File: src/rtl/core/psf_pkg.sv
// Shared constants, codes and the arctangent table for the polyline segment feature block.
package psf_pkg;

    localparam int COORD_WIDTH_DEF  = 24;
    localparam int ANGLE_WIDTH_DEF  = 16;
    localparam int CORDIC_STEPS_DEF = 16;

    // 32-bit binary angle accumulator, full turn = 2^32
    localparam int          ANGLE_ACC_W = 32;
    localparam logic [31:0] HALF_TURN   = 32'h8000_0000;

    // CORDIC gain compensation, round(K * 2^30)
    localparam int                 K_WIDTH = 30;
    localparam logic [K_WIDTH-1:0] K_GAIN  = 30'd652032874;

    localparam int ATAN_IW = 5;

    localparam logic MODE_POINT = 1'b0;
    localparam logic MODE_END   = 1'b1;

    localparam logic [1:0] KIND_NONE      = 2'd0;
    localparam logic [1:0] KIND_CROSSWALK = 2'd1;

    localparam logic [1:0] SIDE_LEFT    = 2'd0;
    localparam logic [1:0] SIDE_RIGHT   = 2'd1;
    localparam logic [1:0] SIDE_CENTER  = 2'd2;
    localparam logic [1:0] SIDE_INVALID = 2'd3;

    localparam logic REC_SEGMENT = 1'b0;
    localparam logic REC_POLYGON = 1'b1;

    // atan(2^-i) with a full turn = 2^32
    function automatic logic [ANGLE_ACC_W-1:0] atan_entry(input logic [ATAN_IW-1:0] idx);
        logic [ANGLE_ACC_W-1:0] val;
        case (idx)
            5'd0:    val = 32'd536870912;
            5'd1:    val = 32'd316933406;
            5'd2:    val = 32'd167458907;
            5'd3:    val = 32'd85004756;
            5'd4:    val = 32'd42667331;
            5'd5:    val = 32'd21354465;
            5'd6:    val = 32'd10679838;
            5'd7:    val = 32'd5340245;
            5'd8:    val = 32'd2670163;
            5'd9:    val = 32'd1335087;
            5'd10:   val = 32'd667544;
            5'd11:   val = 32'd333772;
            5'd12:   val = 32'd166886;
            5'd13:   val = 32'd83443;
            5'd14:   val = 32'd41722;
            5'd15:   val = 32'd20861;
            5'd16:   val = 32'd10430;
            5'd17:   val = 32'd5215;
            5'd18:   val = 32'd2608;
            5'd19:   val = 32'd1304;
            5'd20:   val = 32'd652;
            5'd21:   val = 32'd326;
            5'd22:   val = 32'd163;
            5'd23:   val = 32'd81;
            default: val = '0;
        endcase
        return val;
    endfunction

endpackage

File: src/rtl/core/psf_cordic.sv
// Iterative CORDIC vectoring unit: heading and gain-corrected length of a difference vector.
module psf_cordic import psf_pkg::*; #(
    parameter int COORD_WIDTH  = COORD_WIDTH_DEF,
    parameter int ANGLE_WIDTH  = ANGLE_WIDTH_DEF,
    parameter int CORDIC_STEPS = CORDIC_STEPS_DEF
) (
    input  logic                          aclk,
    input  logic                          aresetn,
    input  logic                          start,
    input  logic signed [COORD_WIDTH:0]   dx,
    input  logic signed [COORD_WIDTH:0]   dy,
    output logic                          done,
    output logic [ANGLE_WIDTH-1:0]        heading,
    output logic [COORD_WIDTH-1:0]        length
);

    localparam int GUARD = (COORD_WIDTH < 30) ? (30 - COORD_WIDTH) : 0;
    localparam int XW    = COORD_WIDTH + GUARD + 3;
    localparam int MW    = XW - 1;
    localparam int LW    = 16;
    localparam int HW    = MW - LW;
    localparam int PW    = MW + K_WIDTH;
    localparam int SW    = $clog2(CORDIC_STEPS);
    localparam int LENW  = PW + 1 - K_WIDTH - GUARD;

    typedef enum logic [2:0] {C_IDLE, C_ITER, C_MLO, C_MHI, C_FIN} cstate_t;

    cstate_t                 state_reg;
    logic signed [XW-1:0]    x_reg, y_reg;
    logic [ANGLE_ACC_W-1:0]  z_reg;
    logic [SW-1:0]           step_reg;
    logic                    zero_reg;
    logic [PW-1:0]           acc_reg;
    logic                    done_reg;
    logic [ANGLE_WIDTH-1:0]  heading_reg;
    logic [COORD_WIDTH-1:0]  length_reg;

    logic signed [XW-1:0]    xs, ys, shx, shy;
    logic [ANGLE_ACC_W-1:0]  at, hz;
    logic [MW-1:0]           xm;
    logic [LW+K_WIDTH-1:0]   prod_lo;
    logic [HW+K_WIDTH-1:0]   prod_hi;
    logic [PW:0]             rnd;
    logic [LENW-1:0]         lenw;

    assign xs  = XW'(dx) <<< GUARD;
    assign ys  = XW'(dy) <<< GUARD;
    assign shx = x_reg >>> step_reg;
    assign shy = y_reg >>> step_reg;
    assign at  = atan_entry(ATAN_IW'(step_reg));

    // clamp a negative residual to zero before gain correction
    assign xm      = x_reg[XW-1] ? '0 : x_reg[MW-1:0];
    assign prod_lo = xm[LW-1:0] * K_GAIN;
    assign prod_hi = xm[MW-1:LW] * K_GAIN;

    assign rnd  = {1'b0, acc_reg} + ((PW+1)'(1) << (K_WIDTH + GUARD - 1));
    assign lenw = rnd[PW:K_WIDTH+GUARD];
    assign hz   = z_reg + (ANGLE_ACC_W'(1) << (ANGLE_ACC_W - 1 - ANGLE_WIDTH));

    always_ff @(posedge aclk) begin
        if (!aresetn) begin
            state_reg <= C_IDLE;
            done_reg  <= 1'b0;
        end else begin
            // pulse done for one cycle as the final step retires
            done_reg <= (state_reg == C_FIN);
            unique case (state_reg)
                C_IDLE: begin
                    if (start) begin
                        zero_reg <= (dx == '0) && (dy == '0);
                        step_reg <= '0;
                        if (xs[XW-1]) begin
                            x_reg <= -xs;
                            y_reg <= -ys;
                            z_reg <= HALF_TURN;
                        end else begin
                            x_reg <= xs;
                            y_reg <= ys;
                            z_reg <= '0;
                        end
                        state_reg <= ((dx == '0) && (dy == '0)) ? C_FIN : C_ITER;
                    end
                end
                C_ITER: begin
                    if (!y_reg[XW-1]) begin
                        x_reg <= x_reg + shy;
                        y_reg <= y_reg - shx;
                        z_reg <= z_reg + at;
                    end else begin
                        x_reg <= x_reg - shy;
                        y_reg <= y_reg + shx;
                        z_reg <= z_reg - at;
                    end
                    step_reg <= step_reg + 1'b1;
                    if (step_reg == SW'(CORDIC_STEPS - 1)) begin
                        state_reg <= C_MLO;
                    end
                end
                C_MLO: begin
                    acc_reg   <= PW'(prod_lo);
                    state_reg <= C_MHI;
                end
                C_MHI: begin
                    acc_reg   <= acc_reg + (PW'(prod_hi) << LW);
                    state_reg <= C_FIN;
                end
                C_FIN: begin
                    if (zero_reg) begin
                        heading_reg <= '0;
                        length_reg  <= '0;
                    end else begin
                        heading_reg <= hz[ANGLE_ACC_W-1 -: ANGLE_WIDTH];
                        length_reg  <= (lenw[LENW-1:COORD_WIDTH] != '0) ? '1
                                                                 : lenw[COORD_WIDTH-1:0];
                    end
                    state_reg <= C_IDLE;
                end
                default: state_reg <= C_IDLE;
            endcase
        end
    end

    assign done    = done_reg;
    assign heading = heading_reg;
    assign length  = length_reg;

`ifndef NO_ASSERTIONS
    a_start_idle: assert property (@(posedge aclk) disable iff (!aresetn)
        start |-> state_reg == C_IDLE)
        else $error("start while vectoring pass busy");

    a_done_pulse: assert property (@(posedge aclk) disable iff (!aresetn)
        done_reg |=> !done_reg)
        else $error("done held longer than one cycle");

    a_done_from_fin: assert property (@(posedge aclk) disable iff (!aresetn)
        $rose(done_reg) |-> $past(state_reg) == C_FIN)
        else $error("done raised outside final step");
`endif

endmodule

File: src/rtl/core/polyline_segment_features.sv
// Polyline segment feature extractor: segment and polygon records from streamed map points.
// A segment record passes the vectoring loop, the gain multiply (low, then high half),
//   the final step and the pending register (a zero step skips loop and multiply); a polygon
//   record goes from the pending register to the output. A waiting record stalls the input:
//   items that make no record are taken back to back; others wait until their record is out.
// Reset: synchronous active-low aresetn clears the sequencer, output valid and polygon state.
module polyline_segment_features import psf_pkg::*; #(
    parameter int COORD_WIDTH  = COORD_WIDTH_DEF,
    parameter int ANGLE_WIDTH  = ANGLE_WIDTH_DEF,
    parameter int CORDIC_STEPS = CORDIC_STEPS_DEF
) (
    input  logic                          aclk,
    input  logic                          aresetn,
    // input channel
    input  logic                          s_valid,
    output logic                          s_ready,
    input  logic                          s_mode,
    input  logic signed [COORD_WIDTH-1:0] s_x,
    input  logic signed [COORD_WIDTH-1:0] s_y,
    input  logic [7:0]                    s_point_type,
    input  logic [1:0]                    s_side,
    input  logic [1:0]                    s_base_kind,
    input  logic [7:0]                    s_polygon_class,
    // result channel
    output logic                          m_valid,
    input  logic                          m_ready,
    output logic                          m_record_kind,
    output logic signed [COORD_WIDTH-1:0] m_pos_x,
    output logic signed [COORD_WIDTH-1:0] m_pos_y,
    output logic signed [ANGLE_WIDTH-1:0] m_heading,
    output logic [COORD_WIDTH-1:0]        m_length,
    output logic [7:0]                    m_seg_point_type,
    output logic [1:0]                    m_seg_side,
    output logic [7:0]                    m_poly_class,
    output logic                          m_is_intersection,
    output logic                          m_accepted
);

    // ST_IDLE: take one transfer; ST_CALC: wait on the vectoring unit;
    // ST_EMIT: hold the pending record until the output register is free.
    typedef enum logic [1:0] {ST_IDLE, ST_CALC, ST_EMIT} state_t;

    state_t state_reg;

    // previous point of the running polyline
    logic signed [COORD_WIDTH-1:0] prev_x_reg, prev_y_reg;
    logic [7:0]                    prev_type_reg;
    logic [1:0]                    prev_side_reg;
    logic                          prev_valid_reg;

    // per-side anchor: first point and first-segment heading
    logic signed [COORD_WIDTH-1:0] anchor_x_reg [3];
    logic signed [COORD_WIDTH-1:0] anchor_y_reg [3];
    logic [ANGLE_WIDTH-1:0]        anchor_heading_reg [3];
    logic [2:0]                    side_seen_reg;
    logic [2:0]                    side_has_seg_reg;
    logic [15:0]                   seg_count_reg;

    // record waiting for the output register
    logic                          pend_kind_reg;
    logic signed [COORD_WIDTH-1:0] pend_pos_x_reg, pend_pos_y_reg;
    logic [ANGLE_WIDTH-1:0]        pend_heading_reg;
    logic [COORD_WIDTH-1:0]        pend_length_reg;
    logic [7:0]                    pend_ptype_reg;
    logic [1:0]                    pend_side_reg;
    logic [7:0]                    pend_class_reg;
    logic                          pend_inter_reg;
    logic                          pend_accepted_reg;

    // output register
    logic                          out_valid_reg;
    logic                          out_kind_reg;
    logic signed [COORD_WIDTH-1:0] out_pos_x_reg, out_pos_y_reg;
    logic [ANGLE_WIDTH-1:0]        out_heading_reg;
    logic [COORD_WIDTH-1:0]        out_length_reg;
    logic [7:0]                    out_ptype_reg;
    logic [1:0]                    out_side_reg;
    logic [7:0]                    out_class_reg;
    logic                          out_inter_reg;
    logic                          out_accepted_reg;

    logic                          pt_ok, seg_hit, cor_start, cor_done, has_seg;
    logic [1:0]                    anch_sel;
    logic signed [COORD_WIDTH:0]   dx, dy;
    logic [ANGLE_WIDTH-1:0]        cor_heading;
    logic [COORD_WIDTH-1:0]        cor_length;

    assign s_ready = (state_reg == ST_IDLE);

    // A point counts only for a real polygon kind and a valid side; it closes a
    // segment when the previous point belongs to the same run.
    assign pt_ok   = (s_mode == MODE_POINT) && (s_base_kind != KIND_NONE)
                     && (s_side != SIDE_INVALID);
    assign seg_hit = pt_ok && prev_valid_reg && (prev_side_reg == s_side);
    assign cor_start = s_valid && s_ready && seg_hit;

    assign dx = (COORD_WIDTH+1)'(s_x) - (COORD_WIDTH+1)'(prev_x_reg);
    assign dy = (COORD_WIDTH+1)'(s_y) - (COORD_WIDTH+1)'(prev_y_reg);

    // anchor priority: center, then left, then right
    assign anch_sel = side_seen_reg[SIDE_CENTER] ? SIDE_CENTER :
                      (side_seen_reg[SIDE_LEFT] ? SIDE_LEFT : SIDE_RIGHT);
    assign has_seg  = (seg_count_reg != '0);

    psf_cordic #(
        .COORD_WIDTH  (COORD_WIDTH),
        .ANGLE_WIDTH  (ANGLE_WIDTH),
        .CORDIC_STEPS (CORDIC_STEPS)
    ) u_cordic (
        .aclk    (aclk),
        .aresetn (aresetn),
        .start   (cor_start),
        .dx      (dx),
        .dy      (dy),
        .done    (cor_done),
        .heading (cor_heading),
        .length  (cor_length)
    );

    always_ff @(posedge aclk) begin
        if (!aresetn) begin
            state_reg        <= ST_IDLE;
            out_valid_reg    <= 1'b0;
            prev_valid_reg   <= 1'b0;
            side_seen_reg    <= '0;
            side_has_seg_reg <= '0;
            seg_count_reg    <= '0;
        end else begin
            // drop valid once the record is taken; ST_EMIT reloads the register instead
            if (out_valid_reg && m_ready && (state_reg != ST_EMIT)) begin
                out_valid_reg <= 1'b0;
            end
            unique case (state_reg)
                ST_IDLE: begin
                    if (s_valid) begin
                        if (s_mode == MODE_END) begin
                            // build the polygon record, then clear the polygon state
                            pend_kind_reg     <= REC_POLYGON;
                            pend_pos_x_reg    <= has_seg ? anchor_x_reg[anch_sel] : '0;
                            pend_pos_y_reg    <= has_seg ? anchor_y_reg[anch_sel] : '0;
                            pend_heading_reg  <= (has_seg && side_has_seg_reg[anch_sel])
                                                 ? anchor_heading_reg[anch_sel] : '0;
                            pend_length_reg   <= '0;
                            pend_ptype_reg    <= '0;
                            pend_side_reg     <= '0;
                            pend_class_reg    <= s_polygon_class;
                            pend_inter_reg    <= (s_base_kind == KIND_CROSSWALK);
                            pend_accepted_reg <= has_seg;
                            prev_valid_reg    <= 1'b0;
                            side_seen_reg     <= '0;
                            side_has_seg_reg  <= '0;
                            seg_count_reg     <= '0;
                            if (s_base_kind != KIND_NONE) begin
                                state_reg <= ST_EMIT;
                            end
                        end else if (pt_ok) begin
                            // first point of a side fixes its anchor for the polygon
                            if (!side_seen_reg[s_side]) begin
                                side_seen_reg[s_side] <= 1'b1;
                                anchor_x_reg[s_side]  <= s_x;
                                anchor_y_reg[s_side]  <= s_y;
                            end
                            prev_x_reg    <= s_x;
                            prev_y_reg    <= s_y;
                            prev_type_reg <= s_point_type;
                            if (seg_hit) begin
                                pend_kind_reg     <= REC_SEGMENT;
                                pend_pos_x_reg    <= prev_x_reg;
                                pend_pos_y_reg    <= prev_y_reg;
                                pend_ptype_reg    <= prev_type_reg;
                                pend_side_reg     <= s_side;
                                pend_class_reg    <= '0;
                                pend_inter_reg    <= 1'b0;
                                pend_accepted_reg <= 1'b0;
                                if (seg_count_reg != '1) begin
                                    seg_count_reg <= seg_count_reg + 1'b1;
                                end
                                state_reg <= ST_CALC;
                            end else begin
                                // side change or first point: start a new run
                                prev_side_reg  <= s_side;
                                prev_valid_reg <= 1'b1;
                            end
                        end
                    end
                end
                ST_CALC: begin
                    if (cor_done) begin
                        pend_heading_reg <= cor_heading;
                        pend_length_reg  <= cor_length;
                        if (!side_has_seg_reg[pend_side_reg]) begin
                            side_has_seg_reg[pend_side_reg]   <= 1'b1;
                            anchor_heading_reg[pend_side_reg] <= cor_heading;
                        end
                        state_reg <= ST_EMIT;
                    end
                end
                ST_EMIT: begin
                    if (!out_valid_reg || m_ready) begin
                        out_valid_reg    <= 1'b1;
                        out_kind_reg     <= pend_kind_reg;
                        out_pos_x_reg    <= pend_pos_x_reg;
                        out_pos_y_reg    <= pend_pos_y_reg;
                        out_heading_reg  <= pend_heading_reg;
                        out_length_reg   <= pend_length_reg;
                        out_ptype_reg    <= pend_ptype_reg;
                        out_side_reg     <= pend_side_reg;
                        out_class_reg    <= pend_class_reg;
                        out_inter_reg    <= pend_inter_reg;
                        out_accepted_reg <= pend_accepted_reg;
                        state_reg        <= ST_IDLE;
                    end
                end
                default: state_reg <= ST_IDLE;
            endcase
        end
    end

    assign m_valid           = out_valid_reg;
    assign m_record_kind     = out_kind_reg;
    assign m_pos_x           = out_pos_x_reg;
    assign m_pos_y           = out_pos_y_reg;
    assign m_heading         = out_heading_reg;
    assign m_length          = out_length_reg;
    assign m_seg_point_type  = out_ptype_reg;
    assign m_seg_side        = out_side_reg;
    assign m_poly_class      = out_class_reg;
    assign m_is_intersection = out_inter_reg;
    assign m_accepted        = out_accepted_reg;

`ifndef NO_ASSERTIONS
    a_done_in_calc: assert property (@(posedge aclk) disable iff (!aresetn)
        cor_done |-> state_reg == ST_CALC)
        else $error("vectoring result arrived outside calc state");

    a_seg_starts_calc: assert property (@(posedge aclk) disable iff (!aresetn)
        cor_start |=> state_reg == ST_CALC)
        else $error("segment transfer did not enter calc state");

    a_emit_holds: assert property (@(posedge aclk) disable iff (!aresetn)
        (state_reg == ST_EMIT && out_valid_reg && !m_ready) |=> state_reg == ST_EMIT)
        else $error("pending record left while output register busy");

    a_reject_zero: assert property (@(posedge aclk) disable iff (!aresetn)
        (out_valid_reg && out_kind_reg == REC_POLYGON && !out_accepted_reg)
        |-> (out_pos_x_reg == '0 && out_pos_y_reg == '0 && out_heading_reg == '0))
        else $error("unaccepted polygon record carries an anchor");

    a_seg_side: assert property (@(posedge aclk) disable iff (!aresetn)
        (out_valid_reg && out_kind_reg == REC_SEGMENT) |-> out_side_reg != SIDE_INVALID)
        else $error("segment record with invalid side");
`endif

endmodule
File: config.mk
export PLATFORM = sky130hd
export DESIGN_NAME = polyline_segment_features
export DESIGN_NICKNAME = d
export VERILOG_FILES = /design/src/rtl/core/psf_pkg.sv /design/src/rtl/core/psf_cordic.sv /design/src/rtl/core/polyline_segment_features.sv
export SDC_FILE = /design/constraint.sdc
export NUM_CORES = 2
export LEC_CHECK = 0
export BUFFER_PORTS_ARGS = -buffer_cell sky130_fd_sc_hd__clkbuf_2
export CAP_MARGIN = 20
export CORE_ASPECT_RATIO = 1.25
export CORE_MARGIN = 2
export CORE_UTILIZATION = 58
export CTS_CLUSTER_DIAMETER = 200
export CTS_CLUSTER_SIZE = 16
export DETAILED_ROUTE_END_ITERATION = 12
export GPL_TIMING_DRIVEN = 1
export HOLD_SLACK_MARGIN = 0.05
export PLACE_DENSITY = 0.88
export SETUP_SLACK_MARGIN = 0.3
export SLEW_MARGIN = 40
export SYNTH_ARGS = -nofsm -noshare
export SYNTH_HDL_FRONTEND = slang
export SYNTH_SLANG_ARGS = --single-unit
File: constraint.sdc
create_clock -name aclk -period 9.6 [get_ports aclk]
set_input_delay 1.44 -clock aclk [delete_from_list [all_inputs] [get_ports aclk]]
set_output_delay 1.44 -clock aclk [all_outputs]
set_load 0.05 [all_outputs]
==> metrics.md <==
| Metric | Value |
|---|---|
| Synth area leader | `edfxtp_1` |
| Clk Latency, worst-skew pair | `660 ps` |
| Number of synthesized flops with an enable pin | `656` |
| Area growth from synthesis to layout | `7.11%` |
| Total power | `6640 uW` |
| Synth Area in Compound Gates | `12.4%` |
| Initial antenna violation count | `6` |
| CP Buf/Inv Count | `4` |
| # hold bufs at CTS | `0` |
| Crit Path Category | `flip-flop to flip-flop` |
| First-pass detailed-route iteration total | `6` |
| Synth async-reset ratio | `0%` |
| Vert. Die Dim | `357 um` |
| GP Congestion | `0.996` |
| Sequential area share after synthesis | `36.2%` |
| CTS sink count | `716` |
| Input/output buffers | `183` |
| Mapped Nets | `6397` |
| Mapped cell area | `0.0577 mm^2` |
| Residual DRC | `0` |
| Period Utilization, post-route | `93.9%` |
| Core footprint | `0.0988 mm^2` |
| Placed insts | `6829` |
| ANT nets after route | `0` |
| Layout cell share with drive strength beyond 1 | `8.83%` |
| Die area | `0.102 mm^2` |
| GRT Total Usage | `28.5%` |
| Leak pwr | `0.0260 uW` |
| Post-DR wirelength/cell | `20.9 um` |
| Filler Cell Count | `7506` |
| RSZ-0062 raised after global routing | `true` |
| First-pass GRT wire length | `231000 um` |
| Finished Layout Cells | `6930` |
| Outcome | `completed` |
| Via density | `6.11` |
| Die X | `286 um` |
| Pwr Density | `107 mW/mm^2` |
| Clock transition at the registers of the reported paths | `90 ps` |
| Synth unique cells | `93` |
| Critical path endpoint category | `flip-flop` |
| Worst Path Required | `9970 ps` |
| Fin Setup TNS | `0 ps` |
| Clock Root Buffer | `clkbuf_16` |
| Worst vdd ir | `0.131 mV` |
| Fin. max-slew vios | `0` |
| H-tree lvl count | `2` |
| Yosys warnings | `0` |
| CTS tree | `yes` |
| Worst setup SP type | `flip-flop` |
| Fraction of synthesized area in multiplexers | `5.18%` |
| Clock Skews | `38.3 ps` |
| Nets | `6529` |
| Synth top area cells | `edfxtp_1 34%, fa_1 13%, ha_1 11%` |
| Syn_area_per_cell | `10.6 um^2` |
| Start point of the critical path | `u_cordic.x_reg[32]` |
| Standard-cell rows | `129` |
| Synth Area in Adders | `23.7%` |
| Largest net degree at the start of global routing | `99` |
| Slew @ Worst Pin | `788 ps` |
| Via Count | `42300` |
| Final hold vios | `0` |
| Routed wire length | `145000 um` |
| Delay of the slowest cell on the worst path | `590 ps` |
| Number of max-cap violations | `0` |
| 1st-iter DRT viols | `4179` |
| # setup viols final | `0` |
| Critical Path AT | `9390 ps` |
| Achievable Freq | `111 MHz` |
| Remaining Overflow, GRT | `0` |
| Hold Crit Class | `flip-flop to flip-flop` |
| Yosys top cell area share | `34.1%` |
| Top fanout value on the critical path | `7` |
| Most common cell on crit path | `fa_1` |
| Reg-to-Reg Start | `u_cordic.x_reg[32]` |
| Yosys reg bits | `716` |
| Post-synthesis cell count | `5449` |
| HP Start | `pend_length_reg[14]` |
| Starting Density | `58.4%` |
| Post-Synth XOR/XNOR Area | `6.27%` |
| Combinational family with the most area after synthesis | `adder cells` |
| Hold_ws | `404 ps` |
| Vias in the first global route | `42800` |
| Crit path time final | `9020 ps` |
| Gate family responsible for the most delay along the worst path | `adder cells` |
| Clock buffer depth | `3` |
| Worst rel slew slack | `46.0%` |
| Simple-gate share of the synthesized area | `11.2%` |
| CP max-delay cell | `fa_1` |
| Main flop type after synthesis | `edfxtp_1` |
| Total CTS buffers | `50` |
| IO Pins | `184` |
| DP HPWL | `111000 um` |
-- metal layers --
metal  GRT usage, %  share of wire [%]  vias up
met5              0              0.015        -
met4           12.5                4.8        4
met3           3.03                6.1      317
met2           50.5                 51     1617
met1           35.2                 38    20800
li1               -                  -    19600
-- placed cells by master (no fill, tap or decap), drive strengths merged, types with 13 or more instances in the layout --
cell type  netlist  layout
o31ai           18      18
o211ai          19      19
nand2b          68      68
a21oi          364     364
mux2i          114     114
nor2           384     384
a211oi          24      24
xor2           169     169
a21o           138     138
a31oi           58      58
o31a            13      13
o21ai          311     311
dfxtp           60      60
inv            579     581
edfxtp         656     656
xnor2          243     243
mux4            72      72
o21a            42      42
buf             46      74
nand2          336     336
nor2b           68      68
or3             21      21
a2111oi         13      13
ha             510     510
and2            62      62
clkbuf         130     265
o21bai          33      33
nor4            23      23
nand4           42      42
mux2            20      20
nor3            70      70
fa             365     365
nand3          134     134
or2             19      19
and3            51      51
-- power by group --
part	switching [uW]	internal, uW
Combinational	678	424
Sequential	17.8	3440
Clock	1070	1010
Total	1770	4870
-- worst register-to-register path: cells and delay by family, from the launching register on --
family | cells | cell delay, ps
AOI/OAI and AO/OA | 12 | 2870
xor gates and xnor gates | 2 | 340
adders and majority gates | 8 | 3590
buffers and inverters | 4 | 590
DFF | 1 | 550
and+or+nand+nor | 6 | 790
-- cells in the mapped netlist (61+ instances only) --
library cell    n
edfxtp_1      656
inv_1         577
ha_1          510
nor2_1        384
fa_1          365
a21oi_1       362
nand2_1       335
o21ai_0       308
xnor2_1       242
xor2_1        169
a21o_1        138
nand3_1       133
clkbuf_1      130
mux2i_1       114
mux4_2         72
nand2b_1       68
nor2b_1        68
nor3_1         66
and2_1         61
-- final cells by class --
cell class | instances | area, um^2 | share of cell area [%]
Tap cell | 1310 | 1640 | 2.65
Multi-Input combinational cell | 3977 | 34100 | 55.2
Sequential cell | 716 | 20900 | 33.8
Clock inverter | 4 | 88.8 | 0.144
Clock buffer | 83 | 1380 | 2.23
Inverter | 580 | 2180 | 3.52
Timing Repair Buffer | 256 | 1510 | 2.44
Antenna cell | 4 | 10.0 | 0.0162
-- metrics by stage --
step | setup WS, ps | instance area (um^2) | utilization (%)
finish | 584 | 61800 | 62.6
floorplan | 700 | 57700 | -
global placement | 335 | 60100 | 60.8
CTS | 434 | 61600 | 62.4
global route | 208 | 61800 | 62.5
detailed placement | 120 | 60100 | 60.9
-- cell families (layout without fill, tap and decap cells) --
group | Yosys count | count (layout)
adder cells (fa/ha/maj) | 875 | 875
XOR/XNOR | 412 | 412
buffers and inverters | 756 | 923
AO/OA/AOI/OAI | 1151 | 1151
multiplexers | 206 | 206
other | 0 | 4
flip-flops | 716 | 716
AND/OR/NAND/NOR | 1333 | 1333
-- repair_timing --
item / 4_1_cts / 5_1_grt
buffers inserted: 3 / 6
endpoints found under the hold margin: 0 / 0
setup endpoints to repair: 3 / 6
resized for setup: 0 / 25
pin swaps: 0 / 2
-- final timing paths --
kind	endpoint	slack [ps]	cells after the start
worst min register to register	m_length[14]	400	0
worst max register to register	u_cordic.acc_reg[61]	580	32
worst min-delay path	m_length[14]	400	0
worst max-delay path	u_cordic.acc_reg[61]	580	32
Power figures use the tool's default switching activity.
